File: config.mk
export PLATFORM = sky130hd
export DESIGN_NAME = packet_deframer_crc16_check_top
export DESIGN_NICKNAME = d
export VERILOG_FILES = /design/src/hw/rtl/pdc_pkg.sv /design/src/hw/rtl/packet_deframer_crc16_check_top.sv /design/src/hw/rtl/pdc_in_stage.sv /design/src/hw/rtl/pdc_parser.sv
export SDC_FILE = /design/constraint.sdc
export NUM_CORES = 1
export LEC_CHECK = 0
export ABC_AREA = 1
export BUFFER_PORTS_ARGS = -buffer_cell sky130_fd_sc_hd__buf_2
export CORE_ASPECT_RATIO = 1.1
export CORE_MARGIN = 10
export CORE_UTILIZATION = 45
export CTS_CLUSTER_DIAMETER = 60
export CTS_CLUSTER_SIZE = 14
export DETAILED_ROUTE_END_ITERATION = 6
export GPL_TIMING_DRIVEN = 0
export MAX_ROUTING_LAYER = met4
export PLACE_DENSITY = 0.64
export REMOVE_ABC_BUFFERS = 1
export SETUP_SLACK_MARGIN = 0.1
export SYNTH_ARGS = -nofsm -noshare
export SYNTH_HDL_FRONTEND = slang
export SYNTH_SLANG_ARGS = --single-unit
File: constraint.sdc
create_clock -name clk -period 6.7 [get_ports clk]
set_clock_uncertainty 0.05 [all_clocks]
set_input_delay 1.34 -clock clk [delete_from_list [all_inputs] [get_ports clk]]
set_output_delay 1.34 -clock clk [all_outputs]
set_load 0.02 [all_outputs]
File: src/hw/rtl/pdc_pkg.sv
// pdc_pkg: shared types, codes and the crc-16 byte update for the packet deframer
// no dependencies; compile first

package pdc_pkg;

    // frame markers and widths
    localparam logic [7:0]  SYNC_BYTE   = 8'h42;
    localparam logic [7:0]  BCAST_ADDR  = 8'hff;
    localparam logic [15:0] CRC_POLY    = 16'h1021;
    localparam int          MAX_PAYLOAD = 1024;
    localparam int          ELAPSED_W   = 25;
    localparam int          TIMEOUT_W   = 24;
    localparam logic [23:0] TIMEOUT_RST = 24'd20000;
    localparam int          CFG_IDX_W   = 2;
    localparam int          CFG_DATA_W  = 24;

    // result kinds
    localparam logic [1:0] KIND_PAYLOAD = 2'd0;
    localparam logic [1:0] KIND_END     = 2'd1;
    localparam logic [1:0] KIND_ABORT   = 2'd2;

    // frame end status
    localparam logic [1:0] ST_ACCEPTED = 2'd0;
    localparam logic [1:0] ST_ADDR_BAD = 2'd1;
    localparam logic [1:0] ST_CRC_BAD  = 2'd2;

    // configuration register indexes
    localparam logic [CFG_IDX_W-1:0] CFG_NODE_ADDR = 2'd0;
    localparam logic [CFG_IDX_W-1:0] CFG_TIMEOUT   = 2'd1;

    // parser phases, one-hot
    typedef enum logic [7:0] {
        PH_IDLE = 8'b0000_0001,
        PH_ADDR = 8'b0000_0010,
        PH_LEN1 = 8'b0000_0100,
        PH_LEN2 = 8'b0000_1000,
        PH_TYPE = 8'b0001_0000,
        PH_DATA = 8'b0010_0000,
        PH_CRC1 = 8'b0100_0000,
        PH_CRC2 = 8'b1000_0000
    } phase_t;

    typedef struct packed {
        logic       byte_valid;
        logic [7:0] rx_byte;
    } in_item_t;

    typedef struct packed {
        logic [1:0]  kind;
        logic [7:0]  payload_byte;
        logic [9:0]  payload_index;
        logic [7:0]  frame_addr;
        logic [7:0]  frame_type;
        logic [15:0] frame_len;
        logic [1:0]  status;
        logic [15:0] computed_crc;
    } out_item_t;

    typedef struct packed {
        logic [7:0]           node_addr;
        logic [TIMEOUT_W-1:0] timeout_ticks;
    } cfg_t;

    // crc-16 xmodem, one byte msb first, unrolled to xor logic
    function automatic logic [15:0] crc_feed(input logic [15:0] crc, input logic [7:0] b);
        logic [15:0] c;
        c = crc ^ {b, 8'h00};
        for (int k = 0; k < 8; k++)
        begin
            if (c[15])
            begin
                c = {c[14:0], 1'b0} ^ CRC_POLY;
            end
            else
            begin
                c = {c[14:0], 1'b0};
            end
        end
        return c;
    endfunction

endpackage

File: src/hw/rtl/packet_deframer_crc16_check_top.sv
// packet_deframer_crc16_check_top: serial frame deframer with crc-16 check
// depends on pdc_pkg, pdc_in_stage, pdc_parser
//
// usage
// - input channel (in_valid / in_stall / in_item): one transfer per loop tick,
//   byte_valid marks whether rx_byte carries a received byte
// - output channel (out_valid / out_stall / out_item): payload bytes as they
//   arrive, one status at frame end, one abort when a frame times out
// - config channel (cfg_valid / cfg_ready / cfg_index / cfg_data): index 0 is
//   the node address, index 1 the timeout in ticks; cfg_ready is always high,
//   write only while no tick is in flight
// - path: a tick transfer is held in the input register, then the parse and
//   crc update load its result into the output register
// - throughput: one tick per cycle while the output is taken; the single-byte
//   crc update and the parse step are combinational
// - reset: parser idle waiting for 0x42, no result held, node address 0,
//   timeout 20000 ticks
// - receiver stall: the result holds in the output register, the next tick
//   waits in the input register, then in_stall rises

module packet_deframer_crc16_check_top
#(
    parameter int MAX_PAYLOAD = pdc_pkg::MAX_PAYLOAD
)
(
    input  logic                               clk,
    input  logic                               rst_n,
    input  logic                               in_valid,
    output logic                               in_stall,
    input  pdc_pkg::in_item_t                  in_item,
    output logic                               out_valid,
    input  logic                               out_stall,
    output pdc_pkg::out_item_t                 out_item,
    input  logic                               cfg_valid,
    output logic                               cfg_ready,
    input  logic [pdc_pkg::CFG_IDX_W-1:0]      cfg_index,
    input  logic [pdc_pkg::CFG_DATA_W-1:0]     cfg_data
);

    pdc_pkg::cfg_t      cfg_reg;
    pdc_pkg::in_item_t  item;
    logic               item_valid;
    logic               advance;
    logic               res_valid;
    pdc_pkg::out_item_t res;
    logic               out_valid_reg;
    logic               out_valid_next;
    pdc_pkg::out_item_t out_item_reg;

    assign cfg_ready = 1'b1;

    // configuration registers
    always_ff @(posedge clk or negedge rst_n)
    begin
        if (!rst_n)
        begin
            cfg_reg.node_addr     <= 8'h00;
            cfg_reg.timeout_ticks <= pdc_pkg::TIMEOUT_RST;
        end
        else if (cfg_valid && cfg_ready)
        begin
            case (cfg_index)
                pdc_pkg::CFG_NODE_ADDR: cfg_reg.node_addr     <= cfg_data[7:0];
                pdc_pkg::CFG_TIMEOUT:   cfg_reg.timeout_ticks <= cfg_data;
                default:                ;
            endcase
        end
    end

    // the held tick moves on when the output register can take a result
    assign advance = item_valid && (!out_valid_reg || !out_stall);

    pdc_in_stage u_in_stage
    (
        .clk        (clk),
        .rst_n      (rst_n),
        .in_valid   (in_valid),
        .in_stall   (in_stall),
        .in_item    (in_item),
        .advance    (advance),
        .item_valid (item_valid),
        .item       (item)
    );

    pdc_parser #(
        .MAX_PAYLOAD (MAX_PAYLOAD)
    ) u_parser
    (
        .clk       (clk),
        .rst_n     (rst_n),
        .step      (advance),
        .item      (item),
        .cfg       (cfg_reg),
        .res_valid (res_valid),
        .res       (res)
    );

    // output register occupancy
    always_comb
    begin
        out_valid_next = out_valid_reg;
        if (advance && res_valid)
        begin
            out_valid_next = 1'b1;
        end
        else if (out_valid_reg && !out_stall)
        begin
            out_valid_next = 1'b0;
        end
    end

    always_ff @(posedge clk or negedge rst_n)
    begin
        if (!rst_n)
        begin
            out_valid_reg <= 1'b0;
        end
        else
        begin
            out_valid_reg <= out_valid_next;
        end
    end

    // result capture
    always_ff @(posedge clk)
    begin
        if (advance && res_valid)
        begin
            out_item_reg <= res;
        end
    end

    assign out_valid = out_valid_reg;
    assign out_item  = out_item_reg;

endmodule

File: src/hw/rtl/pdc_in_stage.sv
// pdc_in_stage: input register of the deframer, holds one accepted tick
// depends on pdc_pkg

module pdc_in_stage
(
    input  logic               clk,
    input  logic               rst_n,
    input  logic               in_valid,
    output logic               in_stall,
    input  pdc_pkg::in_item_t  in_item,
    input  logic               advance,
    output logic               item_valid,
    output pdc_pkg::in_item_t  item
);

    logic              valid_reg;
    logic              valid_next;
    pdc_pkg::in_item_t item_reg;
    logic              load;

    // hold while the held item cannot move on
    assign in_stall = valid_reg && !advance;
    assign load     = in_valid && !in_stall;

    // occupancy
    always_comb
    begin
        valid_next = valid_reg;
        if (load)
        begin
            valid_next = 1'b1;
        end
        else if (advance)
        begin
            valid_next = 1'b0;
        end
    end

    always_ff @(posedge clk or negedge rst_n)
    begin
        if (!rst_n)
        begin
            valid_reg <= 1'b0;
        end
        else
        begin
            valid_reg <= valid_next;
        end
    end

    // payload capture
    always_ff @(posedge clk)
    begin
        if (load)
        begin
            item_reg <= in_item;
        end
    end

    assign item_valid = valid_reg;
    assign item       = item_reg;

endmodule

File: src/hw/rtl/pdc_parser.sv
// pdc_parser: frame parser state, crc accumulator, timeout counter and result build
// depends on pdc_pkg

module pdc_parser
#(
    parameter int MAX_PAYLOAD = pdc_pkg::MAX_PAYLOAD
)
(
    input  logic               clk,
    input  logic               rst_n,
    input  logic               step,
    input  pdc_pkg::in_item_t  item,
    input  pdc_pkg::cfg_t      cfg,
    output logic               res_valid,
    output pdc_pkg::out_item_t res
);

    localparam int IDX_W = $clog2(MAX_PAYLOAD + 1);
    localparam logic [IDX_W-1:0] IDX_LIMIT = IDX_W'(MAX_PAYLOAD);
    localparam logic [pdc_pkg::ELAPSED_W-1:0] ELAPSED_MAX = '1;

    pdc_pkg::phase_t                phase_reg,   phase_next;
    logic [7:0]                     addr_reg,    addr_next;
    logic [15:0]                    len_reg,     len_next;
    logic [7:0]                     type_reg,    type_next;
    logic [IDX_W-1:0]               index_reg,   index_next;
    logic [15:0]                    crc_reg,     crc_next;
    logic [7:0]                     crc_low_reg, crc_low_next;
    logic [pdc_pkg::ELAPSED_W-1:0]  elapsed_reg, elapsed_next;

    logic [15:0] crc_upd;
    logic [15:0] rx_crc;
    logic [31:0] index_wide;
    logic [16:0] index_inc_ext;
    logic [IDX_W-1:0] index_inc;

    // crc of the current byte over the running value
    assign crc_upd       = pdc_pkg::crc_feed(crc_reg, item.rx_byte);
    assign rx_crc        = {item.rx_byte, crc_low_reg};
    assign index_wide    = 32'(index_reg);
    assign index_inc     = index_reg + 1'b1;
    assign index_inc_ext = 17'(index_inc);

    // next state and result for one tick
    always_comb
    begin
        phase_next   = phase_reg;
        addr_next    = addr_reg;
        len_next     = len_reg;
        type_next    = type_reg;
        index_next   = index_reg;
        crc_next     = crc_reg;
        crc_low_next = crc_low_reg;
        elapsed_next = elapsed_reg;

        res_valid          = 1'b0;
        res                = '0;
        res.frame_addr     = addr_reg;
        res.frame_type     = type_reg;
        res.frame_len      = len_reg;

        // frame timer, checked before the byte
        if (phase_reg != pdc_pkg::PH_IDLE)
        begin
            if (elapsed_reg != ELAPSED_MAX)
            begin
                elapsed_next = elapsed_reg + 1'b1;
            end
            if (elapsed_next > {1'b0, cfg.timeout_ticks})
            begin
                res_valid  = 1'b1;
                res.kind   = pdc_pkg::KIND_ABORT;
                phase_next = pdc_pkg::PH_IDLE;
            end
        end

        // byte parse from the phase left after the timer check
        if (item.byte_valid)
        begin
            case (phase_next)
                pdc_pkg::PH_IDLE:
                begin
                    if (item.rx_byte == pdc_pkg::SYNC_BYTE)
                    begin
                        phase_next   = pdc_pkg::PH_ADDR;
                        addr_next    = '0;
                        len_next     = '0;
                        type_next    = '0;
                        index_next   = '0;
                        crc_low_next = '0;
                        elapsed_next = '0;
                        crc_next     = pdc_pkg::crc_feed(16'h0000, item.rx_byte);
                    end
                end
                pdc_pkg::PH_ADDR:
                begin
                    addr_next  = item.rx_byte;
                    crc_next   = crc_upd;
                    phase_next = pdc_pkg::PH_LEN1;
                end
                pdc_pkg::PH_LEN1:
                begin
                    len_next   = {8'h00, item.rx_byte};
                    crc_next   = crc_upd;
                    phase_next = pdc_pkg::PH_LEN2;
                end
                pdc_pkg::PH_LEN2:
                begin
                    len_next   = {item.rx_byte, len_reg[7:0]};
                    crc_next   = crc_upd;
                    phase_next = pdc_pkg::PH_TYPE;
                end
                pdc_pkg::PH_TYPE:
                begin
                    type_next  = item.rx_byte;
                    crc_next   = crc_upd;
                    index_next = '0;
                    phase_next = (len_reg != 16'h0000) ? pdc_pkg::PH_DATA
                                                       : pdc_pkg::PH_CRC1;
                end
                pdc_pkg::PH_DATA:
                begin
                    // bytes past the buffer are dropped and never finish the frame
                    if (index_reg < IDX_LIMIT)
                    begin
                        res_valid         = 1'b1;
                        res.kind          = pdc_pkg::KIND_PAYLOAD;
                        res.payload_byte  = item.rx_byte;
                        res.payload_index = index_wide[9:0];
                        crc_next          = crc_upd;
                        index_next        = index_inc;
                        if (index_inc_ext >= {1'b0, len_reg})
                        begin
                            phase_next = pdc_pkg::PH_CRC1;
                        end
                    end
                    else if (17'(index_reg) >= {1'b0, len_reg})
                    begin
                        phase_next = pdc_pkg::PH_CRC1;
                    end
                end
                pdc_pkg::PH_CRC1:
                begin
                    crc_low_next = item.rx_byte;
                    phase_next   = pdc_pkg::PH_CRC2;
                end
                pdc_pkg::PH_CRC2:
                begin
                    // address check wins over crc check
                    res_valid        = 1'b1;
                    res.kind         = pdc_pkg::KIND_END;
                    res.computed_crc = crc_reg;
                    if (addr_reg != cfg.node_addr && addr_reg != pdc_pkg::BCAST_ADDR)
                    begin
                        res.status = pdc_pkg::ST_ADDR_BAD;
                    end
                    else if (rx_crc != crc_reg)
                    begin
                        res.status = pdc_pkg::ST_CRC_BAD;
                    end
                    else
                    begin
                        res.status = pdc_pkg::ST_ACCEPTED;
                    end
                    phase_next = pdc_pkg::PH_IDLE;
                end
                default:
                begin
                    phase_next = pdc_pkg::PH_IDLE;
                end
            endcase
        end
    end

    // parser state
    always_ff @(posedge clk or negedge rst_n)
    begin
        if (!rst_n)
        begin
            phase_reg   <= pdc_pkg::PH_IDLE;
            addr_reg    <= '0;
            len_reg     <= '0;
            type_reg    <= '0;
            index_reg   <= '0;
            crc_reg     <= '0;
            crc_low_reg <= '0;
            elapsed_reg <= '0;
        end
        else if (step)
        begin
            phase_reg   <= phase_next;
            addr_reg    <= addr_next;
            len_reg     <= len_next;
            type_reg    <= type_next;
            index_reg   <= index_next;
            crc_reg     <= crc_next;
            crc_low_reg <= crc_low_next;
            elapsed_reg <= elapsed_next;
        end
    end

endmodule

# --- Yosys cells after proc, flatten, opt, wreduce, memory -nomap -nowiden ---
# Cells that the tools add are included.
# Widths: inputs -> output; s select.
word_totals:
  latchBits: 0
  ff_bits: 213
  ram_bits: 0
  mem_bits_ro: 0
  n_memories: 0
classes:
  bitwise_logic: 20
  reduce_logical: 35
  eq_ne: 17
  div: 0
  addsub: 2
  shifts: 0
  magnitude_cmp: 4
  n_mux: 81
  multipliers: 0
op_table:
  columns: ["op", "n"]
  rows:
  - ["$mux 16", 24]
  - ["$mux 13", 16]
  - ["$mux 25", 6]
  - ["$pmux 16 s3", 2]
  - ["$mux 8", 8]
  - ["$pmux 8 s7", 1]
  - ["$not 3->3", 16]
  - ["$pmux 8 s2", 3]
  - ["$mux 20", 2]
  - ["$pmux 11 s3", 1]
  - ["$ge 11x16->1", 2]
  - ["$add 25x1->25 const B", 1]
  - ["$gt 25x24->1", 1]
  - ["$ne 25x25->1 const B", 1]
  - ["$mux 11", 2]
  - ["$mux 18", 1]
  - ["$eq 8x7->1 const B", 2]
  - ["$ne 16x16->1", 1]
  - ["$reduce_and 4->1", 4]
  - ["$reduce_bool 16->1", 1]
  - ["$xor 16x16->16", 1]
  - ["$reduce_and 5->1", 3]
  - ["$reduce_bool 2->1", 6]
  - ["$add 11x1->11 const B", 1]
  - ["28 further kinds", 53]

# --- Logic depth before layout (Yosys ltp) ---
# Gate-level depths: netlist (run 1).
logic_depth:
  ltp_word: 43
  depth_mapped: 34

# --- By module ---
# A second synthesis (run 1) with hierarchy kept.
hier_totals:
  hier_cells: 1291
  hier_area_um2: 11482.3
modules_own_cells:
  columns: ["module", "area_each_um2", "n_inst", "cells_each"]
  rows:
  - ["pdc_parser", 7656.1, 1, 1052]
  - ["packet_deframer_crc16_check_top", 3498.4, 1, 223]
  - ["pdc_in_stage", 327.8, 1, 16]

# --- Worst setup path after synthesis (run 1) ---
# OpenSTA, ideal clock, no wires.
synth_timing:
  path_type: "register to register"
  startpoint: "reg u_parser.elapsed_reg[0] (netlist name)"
  endpoint: "reg out_item_reg, in the netlist out_item[0] (enable)"
  period_less_slack_ps: 7277
  arrival_time_ps: 6726
  t_required_ps: 6149
  setup_time_ps: 501
  slack_ps: -577
  stages_incl_launch_ff: 31
  path_cell_list: "dfrtp_1 -> ha_1 -> inv_1 -> nor2_1 -> nand2_1 -> nor2_4 -> nand3_1 -> nand2_1 -> nor2_1 -> nand2_1 -> nor2_1 -> nand4_1 -> xor2_1 -> ha_1 -> nand2_1 -> nor2_1 -> nand3_1 -> nor3b_1 -> nand3_2 -> nand2_4 -> nand2_4 -> nand2_1 -> nand2_1 -> nor2_4 -> nand2_2 -> inv_2 -> buf_4 -> nand3_4 -> nand3b_1 -> inv_2 -> nor2_1"
synth_via:
  elab_chain_len: 10
  elab_cells_between_ends: 15
  classes_between: "add/sub: 1; order compare: 1; eq/ne: 3; mux: 9; reduce/logical: 1"
synth_rtl:
  columns: ["item", "line", "rtl"]
  rows:
  - ["start: declaration", "pdc_parser.sv:29", "logic [pdc_pkg::ELAPSED_W-1:0] elapsed_reg, elapsed_next;"]
  - ["start signal: assignment", "pdc_parser.sv:198", "elapsed_reg <= elapsed_next;"]
  - ["$add 25x1->25 / $ne 25x25->1 (equally long branches)", "pdc_parser.sv:67, pdc_parser.sv:65", null]
  - ["$mux 25 (*)", "pdc_parser.sv:65", "if (elapsed_reg != ELAPSED_MAX)"]
  - ["$mux 25 (*)", "pdc_parser.sv:63", "if (phase_reg != pdc_pkg::PH_IDLE)"]
  - ["$gt 25x24->1 (*)", "pdc_parser.sv:69", "if (elapsed_next > {1'b0, cfg.timeout_ticks})"]
  - ["$mux 8 / $mux 1 (equally long branches)", "pdc_parser.sv:69", null]
  - ["$mux 8 / $mux 1 (equally long branches)", "pdc_parser.sv:63", null]
  - ["$eq 8x8->1, or another cell as far along", "pdc_parser.sv:80", "case (phase_next)"]
  - ["$pmux 1 s2", "pdc_parser.sv:80", null]
  - ["$mux 1 (*)", "pdc_parser.sv:78", "if (item.byte_valid)"]
  - ["$logic_and 1x1->1 (*)", "packet_deframer_crc16_check_top.sv:127", "if (advance && res_valid)"]
  - ["end signal: assignment", "packet_deframer_crc16_check_top.sv:129", "out_item_reg <= res;"]
  - ["end: declaration", "packet_deframer_crc16_check_top.sv:48", "pdc_pkg::out_item_t out_item_reg;"]
# Every way passes the cells marked *; elsewhere a longest branch is shown, timed or not. The select of a mux whose other input is x is not followed.
# A chain may end at the register's enable or synchronous reset.

# --- Final worst setup path (run 1) ---
layout_timing:
  startpoint: "reg u_parser.elapsed_reg[0] (netlist name)"
  endpoint: "reg out_item_reg, in the netlist out_item[55] (enable)"
# Same word-level chain as after synthesis.

==> results of run 1 <==
## metrics by stage
stage               utilization, %  hold WS (ns)
floorplan                        -         0.375
global placement              48.8         0.382
detailed placement            49.4         0.384
CTS                           52.0         0.394
global route                  52.2         0.408
finish                        52.2         0.400
## cells by family after synthesis
group	Yosys count	synth area share, %
adder cells (fa/ha/maj)	48	5.37
other	1	0.0335
AND/OR/NAND/NOR	514	21.1
XOR/XNOR	66	5.17
buffers and inverters	190	6.93
flip-flops	213	51.2
AO/OA/AOI/OAI	207	10.2
## layout by cell type, fill, tap and decap left out, types with 48 or more instances in the layout
cell type	netlist	routed
nand2_1	228	228
nor2_1	134	131
buf_2	6	110
edfxtp_1	79	79
inv_1	149	149
o21ai_0	96	96
ha_1	48	48
nand3_1	58	57
xor2_1	48	48
dfrtp_1	128	128
## cells in the mapped netlist, types with 2 or more instances
library cell / instances / area [um^2]
edfxtp_1: 79 / 2370
o22ai_1: 11 / 68.8
buf_2: 6 / 30.0
inv_2: 5 / 18.8
nor2_2: 10 / 62.6
nand3_1: 58 / 290
o21ai_2: 3 / 26.3
o21ai_0: 96 / 480
nand2_1: 228 / 856
nand2_4: 6 / 67.6
nor4_1: 12 / 75.1
a31oi_1: 2 / 12.5
nand3_2: 7 / 70.1
nor2_1: 134 / 503
nand3_4: 2 / 35.0
dfstp_2: 6 / 158
xnor2_1: 18 / 158
clkinv_1: 3 / 11.3
buf_4: 2 / 15.0
or2_2: 3 / 18.8
buf_6: 2 / 22.5
o211ai_1: 14 / 105
nor3_1: 15 / 75.1
ha_1: 48 / 601
o32ai_1: 2 / 17.5
o31ai_1: 5 / 37.5
clkbuf_1: 19 / 71.3
xor2_1: 48 / 420
nand2_2: 9 / 56.3
nor2_4: 8 / 90.1
a21oi_1: 39 / 195
nand4_1: 14 / 87.6
nand3b_1: 4 / 30.0
inv_1: 149 / 559
o21ai_1: 28 / 140
dfrtp_1: 128 / 3200
## layout make-up
class / count / area share (%)
sequential: 213 / 44.9
tap: 310 / 3.04
inverter: 158 / 4.68
clock buffer: 31 / 4.32
clock inverter: 5 / 0.724
multi-input combinational: 836 / 36.8
timing repair buffer: 120 / 5.59
## worst register-to-register path: cells and delay by family, from the launching register on
kind | cells | cell delay, ns
XOR/XNOR | 1 | 0.18
adder cells (fa/ha/maj) | 2 | 0.52
buffers and inverters | 6 | 0.91
flip-flops | 1 | 0.41
AND/OR/NAND/NOR | 22 | 3.78
## power groups by stage
stage	Combinational, mW	Clock, mW	Sequential, mW
2_1_floorplan	1.29	0	1.97
3_3_place_gp	1.78	0	1.92
3_5_place_dp	1.85	0	1.91
4_1_cts	1.86	1.17	1.89
5_1_grt	2.12	1.23	1.93
6_report	1.87	1.15	1.89
## how the worst min path moves through the flow
stage / depth (start not counted) / slack (ns) / to
after detailed placement: 0 / 0.38 / out_item[38]
final: 0 / 0.40 / out_item[38]
after global placement: 0 / 0.38 / out_item[38]
after CTS: 0 / 0.39 / out_item[34]
after global routing: 0 / 0.41 / out_item[34]
after floorplan: 0 / 0.38 / out_item[34]
## routing by layer
layer | global-route usage (%) | vias to the layer above | wire, um
met3 | 2.77 | 37 | 1370
met1 | 21.3 | 4078 | 11700
met2 | 29.8 | 208 | 13300
met4 | 4.42 | 0 | 499
li1 | - | 4314 | -
met5 | - | - | 0
## repair_timing
action / in CTS / in global routing
buffers inserted: 0 / 4
resized for setup: 0 / 2
endpoints found under the setup margin: 0 / 72
==> flow_summary.json, run 1 <==
{
  "diodes": 0,
  "layout-drive-gt1-share_pct": 15.6,
  "multi_input_area_um2": 4700,
  "via_count": 8637,
  "clockPowerShare_pct": 23.4,
  "cts_tree": "done",
  "path_clk_slew_ns": 0.06,
  "ant_nets": 0,
  "synth_seq_cells": 213,
  "dr.pass1.iters": 5,
  "largest_reg_flops": 70,
  "placed_cell_area_um2": 12100,
  "slew_headroom_pct": 41.3,
  "final_area_um2": 12800,
  "p_int_mw": 2.98,
  "root_buffer": "clkbuf_16",
  "p_switching_mw": 1.93,
  "start_util_pct": 45.7,
  "critPathMaxStageDelay_ns": 0.47,
  "setup_ws_ns": 0.568,
  "worstMarginPinSlew_ns": 0.875,
  "cts_buffers": 20,
  "worstReg2RegStart": "u_parser.elapsed_reg[0]",
  "synth-main-ff-cell": "dfrtp_1",
  "antenna_found_initial": 0,
  "reg2regPathDepth": 31,
  "n_fill_cell": 2342,
  "finalSetupTns_ns": 0,
  "worstSetupPathType": "reg -> reg",
  "worstPathMaxFanout": 38,
  "grt_pass1_vias": 8604,
  "syn_inst": 1239,
  "cp-start-kind": "flop",
  "drv_slew": 0,
  "dp_cells": 1633,
  "clk_latency_ns": 0.52,
  "ir_worst_vdd_mv": 0.229,
  "gr-total-overflow": 0,
  "grt_setup_unrepaired": "false",
  "reg2reg_slack_ns": 0.57,
  "cap_violations": 0,
  "route.detailed.drc": 0,
  "grt_max_degree": 69,
  "synthArstFlopShare_pct": 62.9,
  "power_frac_comb_pct": 38.1,
  "synth_area_um2": 11200,
  "hpwl_um": 19600,
  "crit_top_cell": "nand2_1",
  "hp-start": "u_parser.type_reg[4]",
  "p_seq_share_pct": 38.6,
  "wl_per_cell_um": 16.1,
  "grt_util_all_layers_pct": 17.5,
  "nNetsFinal": 1437,
  "rows": 60,
  "core_area_um2": 24500,
  "power_mw": 4.91,
  "portBuffers": 111,
  "io-pin-count": 113,
  "htree_levels": 1,
  "power.density_nw_per_um2": 384,
  "fmax_ghz": 0.163,
  "grt_pass1_wl_um": 43900,
  "gp_congestion": 0.889,
  "drt_wl_total_um": 26900,
  "hp-class": "reg -> reg",
  "die_area_um2": 31600,
  "register_area_um2": 5730,
  "rr_endpoint": "out_item[55]",
  "synthToLayoutAreaGrowth_pct": 14.2,
  "p_leak_nw": 5.99,
  "place_ws_ns": 0.450,
  "critPathTopFamily": "simple AND/OR/NAND/NOR gates",
  "cts_hold_buf": 0,
  "dieHeight_um": 185,
  "ys_seq_area_share_pct": 51.2,
  "crit_path_start": "u_parser.elapsed_reg[0]",
  "cp_slowest_cell": "nor3b_1",
  "syn_avg_cell_area_um2": 9.03,
  "synth_cell_types": 52,
  "finalSetupViolCount": 0,
  "required_ns": 6.85,
  "synth_edf_count": 79,
  "crit_buf_inv": 6,
  "via_per_inst": 5.16,
  "status": "finished clean",
  "hold_viol_final": 0,
  "path_depth": 31,
  "min_period_ns": 6.13,
  "crit_end": "out_item[55]",
  "crit_arrival_ns": 6.28,
  "finalCritPeriodShare_pct": 91.5,
  "ys_warn_count": 0,
  "drt_iter0_markers": 612,
  "end_kind": "flop",
  "clockBufferDepth": 3,
  "clock_sinks": 213,
  "stdcell_count": 1673,
  "swShare_pct": 39.3,
  "dieWidth_um": 170
}
No activity file was read; power rests on OpenSTA's default activity.
==> run 2: changes to the inputs <==
- SLEW_MARGIN: unset -> 10
- clock period: 6.7 -> 5.63 ns (I/O delays scaled with it)
==> run 2 against run 1 <==
  * Total power rose by 19%
  * Hold slack improved by 0.0020 ns
  * Sequential share of layout area fell by 0.43 points
  * Die area did not move
  * Clock power rose by 13%
  * Core utilization rose by 0.50 points
  * Sequential cell count did not move
  * Maximum frequency rose by 20%
  * Critical endpoint is now out_item[59]
  * Largest cell class unchanged
  * Highest routed layer unchanged
==> flow_summary.json, run 2 (synthesis results as in run 1) <==
{
  "drt_wl_total_um": 27500,
  "drv_slew": 0,
  "synthToLayoutAreaGrowth_pct": 15.3,
  "setup_ws_ns": 0.502,
  "required_ns": 5.79,
  "register_area_um2": 5730,
  "route.detailed.drc": 0,
  "layout_commonest_cell": "nand2_1",
  "via_count": 8661,
  "fmax_ghz": 0.195,
  "worstSetupPathType": "reg -> reg",
  "die_area_um2": 31600,
  "path_clk_slew_ns": 0.07,
  "slew_headroom_pct": 39.9,
  "layout-drive-gt1-share_pct": 17.0,
  "n_fill_cell": 2281,
  "clk_latency_ns": 0.50,
  "place_ws_ns": -0.955,
  "largest_reg_flops": 70,
  "diodes": 0,
  "cap_violations": 0,
  "nNetsFinal": 1445,
  "grt_setup_unrepaired": "false",
  "crit_top_cell": "nand2_1",
  "wl_per_cell_um": 16.4,
  "hold_viol_final": 0,
  "power.density_nw_per_um2": 452,
  "end_kind": "flop",
  "cp-start-kind": "flop",
  "whs_ns": 0.402,
  "hp-class": "reg -> reg",
  "drt_iter0_markers": 565,
  "clockBufferDepth": 3,
  "cts_tree": "done",
  "placed_cell_area_um2": 12100,
  "multi_input_area_um2": 4790,
  "mostFrequentLayoutCells": "227 x nand2_1, 149 x inv_1, 128 x nor2_1, 128 x dfrtp_1, 110 x buf_2",
  "grt_util_all_layers_pct": 17.5,
  "start_util_pct": 45.7,
  "portBuffers": 111,
  "core_area_um2": 24500,
  "power_mw": 5.83,
  "worstPathMaxFanout": 22,
  "finalCritPeriodShare_pct": 91.1,
  "grt_pass1_wl_um": 43800,
  "dr.pass1.iters": 6,
  "crit_buf_inv": 5,
  "cp_slowest_cell": "dfrtp_1",
  "post-route-util_pct": 52.7,
  "io-pin-count": 113,
  "hpwl_um": 19700,
  "clock_sinks": 213,
  "min_period_ns": 5.13,
  "root_buffer": "clkbuf_16",
  "crit_arrival_ns": 5.29,
  "status": "finished clean",
  "critPathTopFamily": "simple AND/OR/NAND/NOR gates",
  "rows": 60,
  "p_leak_nw": 6.04,
  "worstMarginPinSlew_ns": 0.900,
  "ant_nets": 0,
  "dieWidth_um": 170,
  "grt_max_degree": 69,
  "via_per_inst": 5.15,
  "grt_pass1_vias": 8547,
  "dieHeight_um": 185,
  "finalSetupViolCount": 0,
  "cts_buffers": 21,
  "cts_hold_buf": 0,
  "ir_worst_vdd_mv": 0.209,
  "final_area_um2": 12900,
  "htree_levels": 1,
  "antenna_found_initial": 0,
  "gp_congestion": 0.889,
  "gr-total-overflow": 0,
  "critPathMaxStageDelay_ns": 0.41
}
==> run 2: report_power, final <==
part / internal [mW] / total, mW / switching [mW] / leakage (nW)
combinational: 0.789 / 2.27 / 1.48 / 3.29
sequential: 1.99 / 2.25 / 0.264 / 2.44
clock: 0.712 / 1.30 / 0.592 / 0.305
total: 3.49 / 5.83 / 2.34 / 6.04
==> run 2: worst register-to-register path, delay by kind of cell (launching register included) <==
| kind | cells | cell delay [ns] |
|---|---|---|
| buf+inv | 5 | 0.69 |
| xor+xnor | 1 | 0.18 |
| simple gates | 23 | 2.98 |
| fa+ha+maj | 2 | 0.53 |
| flops | 1 | 0.41 |
==> run 2: area by class of cell <==
type / instances / area share, %
Timing Repair Buffer: 125 / 5.93
Inverter: 158 / 4.67
Clock buffer: 30 / 4.41
Multi-Input combinational cell: 838 / 37.2
Sequential cell: 213 / 44.4
Tap cell: 310 / 3.01
Clock inverter: 7 / 0.388
==> run 2: path summary, 6_finish.rpt <==
path	cells after the start	from	slack [ns]	to
setup / recovery	31	u_parser.elapsed_reg[0]	0.50	out_item[59]
hold / removal	0	u_parser.type_reg[5]	0.40	out_item[39]
setup reg to reg	31	u_parser.elapsed_reg[0]	0.50	out_item[59]
hold reg to reg	0	u_parser.type_reg[5]	0.40	out_item[39]
max in group asynchronous	2	rst_n	4.14	u_parser.phase_reg[0]
min in group asynchronous	1	rst_n	0.59	cfg_reg[26]
==> run 2: timing repair <==
item | CTS | global route
gates resized for setup | 6 | 16
cloned | 1 | 2
endpoints found under the setup margin | 107 | 114
buffers inserted | 2 | 5
pin swaps | 2 | 6
==> run 2: layer usage <==
layer	routed length [um]	GRT usage (%)
met5	0	-
met4	584	4.35
met3	1480	2.56
met2	13600	30.1
met1	11800	21.2
==> run 2: through the flow <==
stage	setup TNS [ns]	instances
final	0	1681
after global routing	0	1681
after CTS	0	1674
after detailed placement	-66.57	1634
after global placement	-309.71	1628
after floorplan	-122.53	1207
